`src/sv/bfa_pkg.sv`:
```
// Package for the bitmap first-fit allocator: constants, status and register codes.
// No dependencies.
`timescale 1ns / 1ps
package bfa_pkg;
    localparam int MAX_BLOCKS      = 256;
    localparam int SIZE_WORD_BYTES = 4;
    localparam int BLK_W           = $clog2(MAX_BLOCKS);
    localparam int WORD_W          = 8;
    localparam int WORDS           = MAX_BLOCKS / WORD_W;
    localparam int WADDR_W         = $clog2(WORDS);

    localparam logic [1:0] ST_ALLOC  = 2'd0;
    localparam logic [1:0] ST_REFUSE = 2'd1;
    localparam logic [1:0] ST_FREED  = 2'd2;
    localparam logic [1:0] ST_IGNORE = 2'd3;

    localparam logic [3:2] REG_AREA  = 2'd0;
    localparam logic [3:2] REG_BSIZE = 2'd1;
    localparam logic [3:2] REG_BCNT  = 2'd2;

    typedef logic [BLK_W:0] cnt_t;
endpackage

```
`src/sv/bitmap_first_fit_allocator.sv`:
```
// Top level of the bitmap first-fit allocator: handshakes, registers, sequencer.
// Depends on bfa_pkg.
// An allocate runs the size division, multiply and budget check, then probes bitmap
// bits one at a time (at most block_count probes), marks each block of the run and
// enters the output state; a free runs the offset division and length lookup, then
// clears each block of the run and enters the output state. The serial divider and
// the single-bit bitmap memory port set the pace; one request is in work at a time,
// and the next is taken only after the result register has been emptied. After
// reset a clearing pass over all MAX_BLOCKS entries zeroes both memories; requests
// are held off until it ends.
`timescale 1ns / 1ps
module bitmap_first_fit_allocator import bfa_pkg::*; (
    input  logic        aclk,
    input  logic        aresetn,
    input  logic        s_tvalid,
    output logic        s_tready,
    input  logic [31:0] s_tdata,   // alloc_bytes[15:0], data_offset[31:16]
    input  logic        s_tuser,   // req_type
    output logic        m_tvalid,
    input  logic        m_tready,
    output logic [39:0] m_tdata,   // result_offset[15:0], start_block[23:16], used[39:24]
    output logic [1:0]  m_tuser,   // status
    input  logic        psel,
    input  logic        penable,
    input  logic        pwrite,
    input  logic [3:0]  paddr,
    input  logic [31:0] pwdata,
    output logic [31:0] prdata,
    output logic        pready
);
    localparam logic [3:0] S_CLR = 4'd0, S_IDLE = 4'd1, S_DIV = 4'd2, S_ACHK = 4'd3,
                           S_SCAN = 4'd4, S_SRD = 4'd5, S_MARK = 4'd6, S_FCHK = 4'd7,
                           S_FRD = 4'd8, S_FLEN = 4'd9, S_FCLR = 4'd10, S_OUT = 4'd11,
                           S_MUL = 4'd12;

    logic [15:0] area_reg, bsize_reg;
    logic [8:0]  bcnt_reg;
    logic [15:0] used_reg;
    logic [3:0]  st_reg;
    logic        type_reg;
    logic [16:0] num_reg;      // dividend / quotient
    logic [16:0] rem_reg;
    logic [4:0]  dcnt_reg;
    logic [8:0]  blocks_reg;   // run length
    cnt_t        s_reg;        // candidate start
    cnt_t        k_reg;        // offset into run
    logic [15:0] prod_reg;
    logic        mv_reg;
    logic [1:0]  ost_reg;
    logic [15:0] ooff_reg, oused_reg;
    logic [7:0]  oblk_reg;

    // memories
    logic        occ_mem [MAX_BLOCKS];
    logic [8:0]  len_mem [MAX_BLOCKS];
    logic        occ_q;
    logic [8:0]  len_q;
    logic [BLK_W-1:0] occ_ra, occ_wa, len_a;
    logic        occ_we, occ_wd, len_we;
    logic [8:0]  len_wd;

    always_ff @(posedge aclk) begin
        if (occ_we) occ_mem[occ_wa] <= occ_wd;
        occ_q <= occ_mem[occ_ra];
        if (len_we) len_mem[len_a] <= len_wd;
        len_q <= len_mem[len_a];
    end

    wire [8:0] count = (bcnt_reg[8:3] > 6'(MAX_BLOCKS / 8)) ? 9'(MAX_BLOCKS)
                                                            : {bcnt_reg[8:3], 3'b000};
    cnt_t idx;
    assign idx    = s_reg + k_reg;
    assign occ_ra = idx[BLK_W-1:0];

    wire wr_cfg = psel && penable && pwrite;
    assign pready = 1'b1;
    always_comb begin
        unique case (paddr[3:2])
            REG_AREA:  prdata = {16'd0, area_reg};
            REG_BSIZE: prdata = {16'd0, bsize_reg};
            REG_BCNT:  prdata = {23'd0, bcnt_reg};
            default:   prdata = 32'd0;
        endcase
    end

    assign s_tready = (st_reg == S_IDLE) && !mv_reg;
    assign m_tvalid = mv_reg;
    assign m_tdata  = {oused_reg, oblk_reg, ooff_reg};
    assign m_tuser  = ost_reg;

    // restoring divider step
    wire [17:0] trial = {rem_reg, num_reg[16]} - {2'b0, bsize_reg};
    // budget terms, signed 19-bit
    wire signed [18:0] avail1 = $signed({3'b0, area_reg}) - $signed({3'b0, used_reg})
                                - $signed({13'b0, count[8:3]});
    wire signed [18:0] avail2 = $signed({3'b0, area_reg}) - $signed({3'b0, used_reg});
    wire [16:0] size = {1'b0, s_tdata[15:0]} + 17'(SIZE_WORD_BYTES);
    logic [32:0] rbytes;
    assign rbytes = {num_reg, 16'd0} == 33'd0 ? 33'd0 : 33'(num_reg) * 33'(bsize_reg);
    logic [32:0] rbytes_reg;

    always_comb begin
        occ_we = 1'b0; occ_wa = occ_ra; occ_wd = 1'b0;
        len_we = 1'b0; len_wd = 9'd0;
        len_a  = s_reg[BLK_W-1:0];
        unique case (st_reg)
            S_CLR:  begin occ_we = 1'b1; occ_wa = k_reg[BLK_W-1:0];
                          len_we = 1'b1; len_a = k_reg[BLK_W-1:0]; end
            S_MARK: begin occ_we = 1'b1; occ_wd = 1'b1;
                          if (k_reg == '0) begin len_we = 1'b1; len_wd = blocks_reg; end
                    end
            S_FCLR: begin occ_we = 1'b1;
                          if (k_reg == '0) len_we = 1'b1; end
            default: ;
        endcase
    end

    always_ff @(posedge aclk) begin
        if (!aresetn) begin
            area_reg <= 16'd65535; bsize_reg <= 16'd16; bcnt_reg <= 9'd256;
            used_reg <= '0; st_reg <= S_CLR; k_reg <= '0; s_reg <= '0; mv_reg <= 1'b0;
        end else begin
            if (wr_cfg) begin
                unique case (paddr[3:2])
                    REG_AREA:  area_reg  <= pwdata[15:0];
                    REG_BSIZE: bsize_reg <= pwdata[15:0];
                    REG_BCNT:  bcnt_reg  <= pwdata[8:0];
                    default: ;
                endcase
            end
            if (mv_reg && m_tready) mv_reg <= 1'b0;
            unique case (st_reg)
                S_CLR: begin
                    k_reg <= k_reg + 1'b1;
                    if (k_reg == cnt_t'(MAX_BLOCKS - 1)) begin k_reg <= '0; st_reg <= S_IDLE; end
                end
                S_IDLE: if (s_tvalid && s_tready) begin
                    type_reg <= s_tuser;
                    rem_reg <= '0; dcnt_reg <= '0; s_reg <= '0; k_reg <= '0;
                    ooff_reg <= '0; oblk_reg <= '0;
                    if (!s_tuser) begin
                        num_reg <= size + 17'(bsize_reg) - 17'd1;
                        if (s_tdata[15:0] == 16'd0 || bsize_reg == 16'd0 ||
                            $signed({2'b0, size}) > avail1) begin
                            ost_reg <= ST_REFUSE; st_reg <= S_OUT;
                        end else st_reg <= S_DIV;
                    end else begin
                        num_reg <= {1'b0, s_tdata[31:16]} - 17'(SIZE_WORD_BYTES);
                        if (bsize_reg == 16'd0 || s_tdata[31:16] < 16'(SIZE_WORD_BYTES)) begin
                            ost_reg <= ST_IGNORE; st_reg <= S_OUT;
                        end else st_reg <= S_DIV;
                    end
                end
                S_DIV: begin
                    // one quotient bit per cycle
                    if (!trial[17]) begin
                        rem_reg <= trial[16:0];
                        num_reg <= {num_reg[15:0], 1'b1};
                    end else begin
                        rem_reg <= {rem_reg[15:0], num_reg[16]};
                        num_reg <= {num_reg[15:0], 1'b0};
                    end
                    dcnt_reg <= dcnt_reg + 1'b1;
                    if (dcnt_reg == 5'd16) st_reg <= S_MUL;
                end
                S_MUL: begin
                    rbytes_reg <= rbytes;
                    st_reg <= type_reg ? S_FCHK : S_ACHK;
                end
                S_ACHK: begin
                    if ($signed({1'b0, rbytes_reg}) > $signed({{15{avail2[18]}}, avail2}) ||
                        num_reg > {8'd0, count}) begin
                        ost_reg <= ST_REFUSE; st_reg <= S_OUT;
                    end else begin
                        blocks_reg <= num_reg[8:0]; st_reg <= S_SCAN;
                    end
                end
                S_SCAN: begin
                    // probe bit s+k; done when whole run checked, refused when the run would pass count
                    if ({1'b0, s_reg} + {1'b0, blocks_reg} > {1'b0, count}) begin
                        ost_reg <= ST_REFUSE; st_reg <= S_OUT;
                    end else if (k_reg == cnt_t'(blocks_reg)) begin
                        k_reg <= '0; st_reg <= S_MARK;
                    end else st_reg <= S_SRD;
                end
                S_SRD: begin
                    if (occ_q) begin s_reg <= idx + 1'b1; k_reg <= '0; end
                    else k_reg <= k_reg + 1'b1;
                    st_reg <= S_SCAN;
                end
                S_MARK: begin
                    k_reg <= k_reg + 1'b1;
                    if (k_reg == cnt_t'(blocks_reg - 9'd1)) begin
                        used_reg <= used_reg + rbytes_reg[15:0];
                        ost_reg <= ST_ALLOC;
                        prod_reg <= 16'(s_reg) * bsize_reg;
                        oblk_reg <= s_reg[7:0];
                        st_reg <= S_OUT;
                    end
                end
                S_FCHK: begin
                    if (num_reg >= {8'd0, count}) begin
                        ost_reg <= ST_IGNORE; st_reg <= S_OUT;
                    end else begin
                        s_reg <= num_reg[BLK_W:0]; st_reg <= S_FRD;
                    end
                end
                S_FRD: st_reg <= S_FLEN;
                S_FLEN: begin
                    blocks_reg <= len_q; num_reg <= 17'(len_q);
                    if (len_q == 9'd0 || {1'b0, s_reg} + {1'b0, len_q} > {1'b0, count}) begin
                        ost_reg <= ST_IGNORE; st_reg <= S_OUT;
                    end else st_reg <= S_FCLR;
                end
                S_FCLR: begin
                    k_reg <= k_reg + 1'b1;
                    if (k_reg == cnt_t'(blocks_reg - 9'd1)) begin
                        ost_reg <= ST_FREED; oblk_reg <= s_reg[7:0];
                        st_reg <= S_OUT; rbytes_reg <= rbytes;
                    end
                end
                S_OUT: begin
                    if (ost_reg == ST_FREED)
                        used_reg <= (rbytes_reg > 33'(used_reg)) ? 16'd0
                                    : used_reg - rbytes_reg[15:0];
                    if (ost_reg == ST_ALLOC) ooff_reg <= prod_reg + 16'(SIZE_WORD_BYTES);
                    mv_reg <= 1'b1; st_reg <= S_IDLE;
                end
                default: st_reg <= S_IDLE;
            endcase
        end
    end

    always_ff @(posedge aclk) begin
        if (st_reg == S_OUT) begin
            if (ost_reg == ST_FREED)
                oused_reg <= (rbytes_reg > 33'(used_reg)) ? 16'd0
                             : used_reg - rbytes_reg[15:0];
            else oused_reg <= used_reg;
        end
    end
endmodule
```
`config.mk`:
```
export PLATFORM = sky130hd
export DESIGN_NAME = bitmap_first_fit_allocator
export DESIGN_NICKNAME = d
export VERILOG_FILES = /design/src/sv/bfa_pkg.sv /design/src/sv/bitmap_first_fit_allocator.sv
export SDC_FILE = /design/constraint.sdc
export NUM_CORES = 2
export LEC_CHECK = 0
export ABC_AREA = 1
export ABC_CLOCK_PERIOD_IN_PS = 19700
export BUFFER_PORTS_ARGS = -buffer_cell sky130_fd_sc_hd__buf_4
export CAP_MARGIN = 20
export CORE_ASPECT_RATIO = 1.25
export CORE_MARGIN = 1.5
export CORE_UTILIZATION = 40
export CTS_CLUSTER_SIZE = 40
export DETAILED_ROUTE_END_ITERATION = 8
export HOLD_SLACK_MARGIN = 0.06
export SLEW_MARGIN = 0
export SYNTH_ARGS = -nofsm -noshare
export SYNTH_HDL_FRONTEND = slang
export SYNTH_SLANG_ARGS = --single-unit
```
`constraint.sdc`:
```
create_clock -name aclk -period 19.7 [get_ports aclk]
set_input_delay 3.94 -clock aclk [delete_from_list [all_inputs] [get_ports aclk]]
set_output_delay 3.94 -clock aclk [all_outputs]
set_load 0.01 [all_outputs]
```
* Word-level counts from Yosys, hierarchy flattened
Memories as Yosys holds them, arrays and structs flattened. A register that Yosys moved wholly into a read port is not among the register bits.
Cells that the tools add are included.
** Storage, ports and cells
- Register bits :: 220
- Memory bits (writable) :: 2560
- Input port bits :: 76
- Output and inout bits :: 77
- Word-level logic and storage cells :: 208
- Memories :: 2
** Operators by class
- Add/sub/neg operators :: 17
- Multipliers :: 2
- $lt $le $gt $ge :: 9
- Equal/unequal tests :: 37
- Muxes and demuxes :: 74
- Reduce and logical (&&, ||, !) cells :: 48
** Memory list
- len_mem :: words 256, bits a word 9, read ports 1, clocked after memory_dff 1, wr ports 1, line bitmap_first_fit_allocator.sv:55 : logic [8:0] len_mem [MAX_BLOCKS];
- occ_mem :: words 256, bits a word 1, read ports 1, clocked after memory_dff 1, wr ports 1, line bitmap_first_fit_allocator.sv:54 : logic occ_mem [MAX_BLOCKS];
** Operators by type and width (number)
- 2-to-1 mux 9 bit :: 11
- 2-to-1 mux 16 bit :: 5
- 2-to-1 mux 17 bit :: 4
- 2-to-1 mux 33 bit :: 2
- case mux 33 bit (2 select lines) :: 1
- case mux 16 bit (2 select lines) :: 2
- case mux 17 bit (3 select lines) :: 1
- case mux 16 bit (3 select lines) :: 1
- case mux 9 bit (5 select lines) :: 1
- case mux 4 bit (11 select lines) :: 1
- 2-to-1 mux 4 bit :: 9
- > comparator 34 x 17 -> 1 bit :: 1
- case mux 17 bit (2 select lines) :: 1
- > comparator 33 x 16 -> 1 bit :: 1
- multiplier 17 x 16 -> 33 bit :: 1
- zero test 16 bit :: 2
- 2-to-1 mux 8 bit :: 4
- inequality test 2 bit (second input constant) :: 14
- case mux 9 bit (3 select lines) :: 1
- 2-to-1 mux 2 bit :: 12
- adder 9 x 9 -> 10 bit :: 2
- == test 4 bit (second input constant) :: 5
- > comparator 10 x 9 -> 1 bit :: 2
- AND reduction 4 bit :: 5
- other kinds (54) :: 98

* Depth between registers and ports, before layout
- Depth after elaboration :: 9
- Gate-level depth with buffers :: 31
- Mapped depth without buffers :: 31

* Worst setup path after synthesis
OpenSTA, ideal clock, no wires.
- Kind :: reg2reg
- Start :: reg st_reg[1]
- End :: mem len_mem[0][0] (data pin)
- Library setup time :: 2.096 ns
- Data arrival time :: 14.895 ns
- Data required time :: 17.604 ns
- Path slack :: 2.709 ns
- Stages on the path, launching flop included :: 7
- Path buffers :: 0
- Clock period less this slack :: 16.991 ns
- Cell sequence :: dfxtp_1 -> inv_1 -> nor2_1 -> inv_1 -> nor2_2 -> inv_1 -> nor3_1
** Between the ends
- Cells in the longest elaborated chain, start to end :: 2
** Ends and longest elaborated chain
- start, declared :: line bitmap_first_fit_allocator.sv:39 : logic [3:0] st_reg;
- start signal, assigned :: line bitmap_first_fit_allocator.sv:168 : st_reg <= type_reg ? S_FCHK : S_ACHK;
- == test 4 x 3 -> 1 bit :: line bitmap_first_fit_allocator.sv:106 : unique case (st_reg)
- 2-to-1 mux 9 bit :: line bitmap_first_fit_allocator.sv:106
- named net len_wd[0] :: line bitmap_first_fit_allocator.sv:60 : logic [8:0] len_wd;
- end, declared :: line bitmap_first_fit_allocator.sv:55
The timed path passes the listed nets, and every way through them passes these cells.

* Final worst setup path
- Start :: in paddr[2]
- End :: out prdata[1]
** Between the ends
- Cells in the longest elaborated chain, start to end :: 2
- Elaborated cells on any way between the ends :: 4
- Those cells by class :: eq/ne (2); mux (1); reduce/logical (1)
** Ends and longest elaborated chain
- start, declared :: line bitmap_first_fit_allocator.sv:26 : input logic [3:0] paddr,
- == test 2 bit, or another cell as far along :: line bitmap_first_fit_allocator.sv:78 : unique case (paddr[3:2])
- case mux 16 bit (3 select lines) (*) :: line bitmap_first_fit_allocator.sv:78
- end, declared :: line bitmap_first_fit_allocator.sv:28 : output logic [31:0] prdata,
Mark *: on every way between the ends. The rest lies on a longest branch, timed or not.

==> run metrics <==
reg2reg setup slack between 10 and 15 ns; Rows 231; CP startpoint paddr[2]; ys async rst share 0%; fin crit period 9.276 ns; hold_ws 0.4883 ns; synthesis-stage register bit count 2790; Ys Warns 0; RR Endpoint rbytes_reg[32]$_SDFFCE_PN0P_; CP required ~16 ns; core area between 300000 and 400000 sq um; DRC errors left 0; CP Capture Point prdata[1]; top cells by area, synth edfxtp_1 (64%), a22oi_1 (6.9%), fa_1 (4.5%); LEAKAGE 0.05446 uW; setup bufs post-CTS 0; placed cell areas 132800 sq um; Die Area 322200 sq um; Reg area 82880 sq um; Avg Vias per Cell 5.710; FMAX ~110 MHz; Final period util 47.09%; Largest register FFs between 2000 and 2500; Avg Cell Area, Syn about 12 sq um; Die Y 634.2 um; register area share after synthesis 65.00%; overall routing resource usage 22.62%; Post-DRT Antenna Nets 0; Worst Setup End Kind output port; Reg2Reg Launch Point num_reg[7]$_DFFE_PP_; Clk Latency, worst-skew pair 0.89 ns; proportion of layout cells with a drive suffix above 1 7.641%; drt pass-1 iters 8; total CTS buffers 300; GPL Wtd Cong 0.9225; commonest non-fill, non-tap cell in the layout edfxtp_1; share of the synthesized area in the top cell type between 60% and 70%; Sink Count approximately 2800; relative slew slack 17.22%; drt wl/cell 25.29 um; TNS Setup 0 ns; worst vdd ir 0.0001720 V; endpoints failing setup 0; Arr. time, crit path between 5 and 6 ns; Startpoint Class input pin; Worst-Margin Slew 1.242 ns; Routed WL 373000 um; Initial DRC Count 8991; Main synth FF type edfxtp_1; via count 84210; initial antenna violation count 11; Final Net Count 11030; Area growth, synth to finish 11.58%; I/O pin cnt 153; largest net degree at the start of global routing approximately 190; Die W 508.0 um; H-tree Lvls 5; cts repair resizes 0; multi-input logic area 39020 sq um; CTS Hold Buffers Added 0; dpl ws 10.43 ns; grt total ovfl 0; Worst-path clk slew ~0.06 ns; distinct cell type count of the synthesized netlist 66; Final Skew approximately 0.063 ns; EDFF count, synth 2700; RSZ-0062 raised after global routing no; outcome complete, no violations; worst-path fanout max 15; Max-Cap Viols 0; CTS tree yes; P per Cell Area 120.2 nW/um^2; number of global-route vias before repair 83960; number of port buffers 117; type of the worst setup path input pin to output port; Post-Synthesis Cells 10290; Fin. Hold Viols 0; maximum root-to-sink buffer count 4; root buf cell clkbuf_16; Slew Viols, Final 0; Starting Density 40.21%; first-pass GRT wire length around 540000 um; Detail Placement HPWL 234400 um; most frequent cells in the layout edfxtp_1 (2700), nand2_1 (1405), a22oi_1 (1165); final instance area 142300 sq um; fin worst setup slack between 10 and 15 ns; Post-Syn Area 127500 sq um; filler instances around 28000; worst hold path type flip-flop to flip-flop; Reg2Reg Depth 25; most area-hungry cell type in the Yosys netlist edfxtp_1
-- metrics by stage --
| stage | cells | power (uW) | util [%] |
|---|---|---|---|
| 5_1_grt | 14740 | 17670 | 44.87 |
| 2_1_floorplan | 10310 | 9740 | - |
| 6_report | 14750 | 17100 | 44.87 |
| 3_5_place_dp | 14200 | 11780 | 41.90 |
| 3_3_place_gp | 14200 | 11690 | 41.87 |
| 4_1_cts | 14730 | 17100 | 44.80 |
-- routing by layer --
| layer | track usage (%) | routed length (um) | up-vias |
|---|---|---|---|
| met5 | 0 | 39 | - |
| met4 | 11.15 | 20340 | 6 |
| met3 | 3.428 | 29080 | 803 |
| met2 | 38.23 | 180800 | 3733 |
| met1 | 28.26 | 142700 | 42260 |
| li1 | - | - | 37410 |
-- power breakdown --
part	switching [uW]	internal, uW	leakage, uW
registers	76.7	6570	0.0302
clock network	2300	3070	0.00450
logic	3970	1110	0.0198
total	6350	10800	0.0545
-- worst max-delay path, stage by stage --
cell and delay (ns):
buf_4 0.11, nor2_1 0.71, inv_1 0.18, o221ai_1 0.24, buf_4 0.16
-- Yosys cell counts, types with 33 or more instances --
cell type and n:
a22oi_1 1165, xor2_1 97, o21ai_0 247, nor4_1 52
fa_1 284, inv_1 829, nor2_1 1005, a21oi_1 652
buf_1 73, o31ai_1 46, ha_1 349, nand4_1 70
nand3_1 171, buf_2 167, dfxtp_1 90, xnor2_1 50
buf_4 34, o32ai_1 64, nand2_1 1409, nor3_1 66
o22ai_1 33, clkbuf_1 323, edfxtp_1 2700
-- layout make-up --
cell class,count,area share [%]
sequential,2790,58.26
multi-input combinational,6054,27.43
clock buffer,375,5.624
tap,4194,3.689
inverter,867,2.309
timing repair buffer,309,1.829
clock inverter,154,0.8505
antenna,6,0.01055
-- logic make-up after synthesis --
logic type | share of synthesized area (%)
flops | 65.00
other cells | 0.005890
xor+xnor | 1.010
simple gates | 9.143
compound gates | 12.37
fa+ha+maj | 7.884
buf+inv | 4.585
-- worst min-delay path by stage --
stage                     slack [ns]                     start  cells after the start                  endpoint
after floorplan                 0.45  bcnt_reg[3]$_SDFFE_PN0P_                      2  bcnt_reg[3]$_SDFFE_PN0P_
after global placement          0.47     m_tvalid$_SDFFE_PN0P_                      2     m_tvalid$_SDFFE_PN0P_
after detailed placement        0.48     m_tvalid$_SDFFE_PN0P_                      2     m_tvalid$_SDFFE_PN0P_
after CTS                       0.49     m_tvalid$_SDFFE_PN0P_                      2     m_tvalid$_SDFFE_PN0P_
after global routing            0.53     m_tvalid$_SDFFE_PN0P_                      2     m_tvalid$_SDFFE_PN0P_
final                           0.49     m_tvalid$_SDFFE_PN0P_                      2     m_tvalid$_SDFFE_PN0P_
Power figures use the tool's default switching activity.
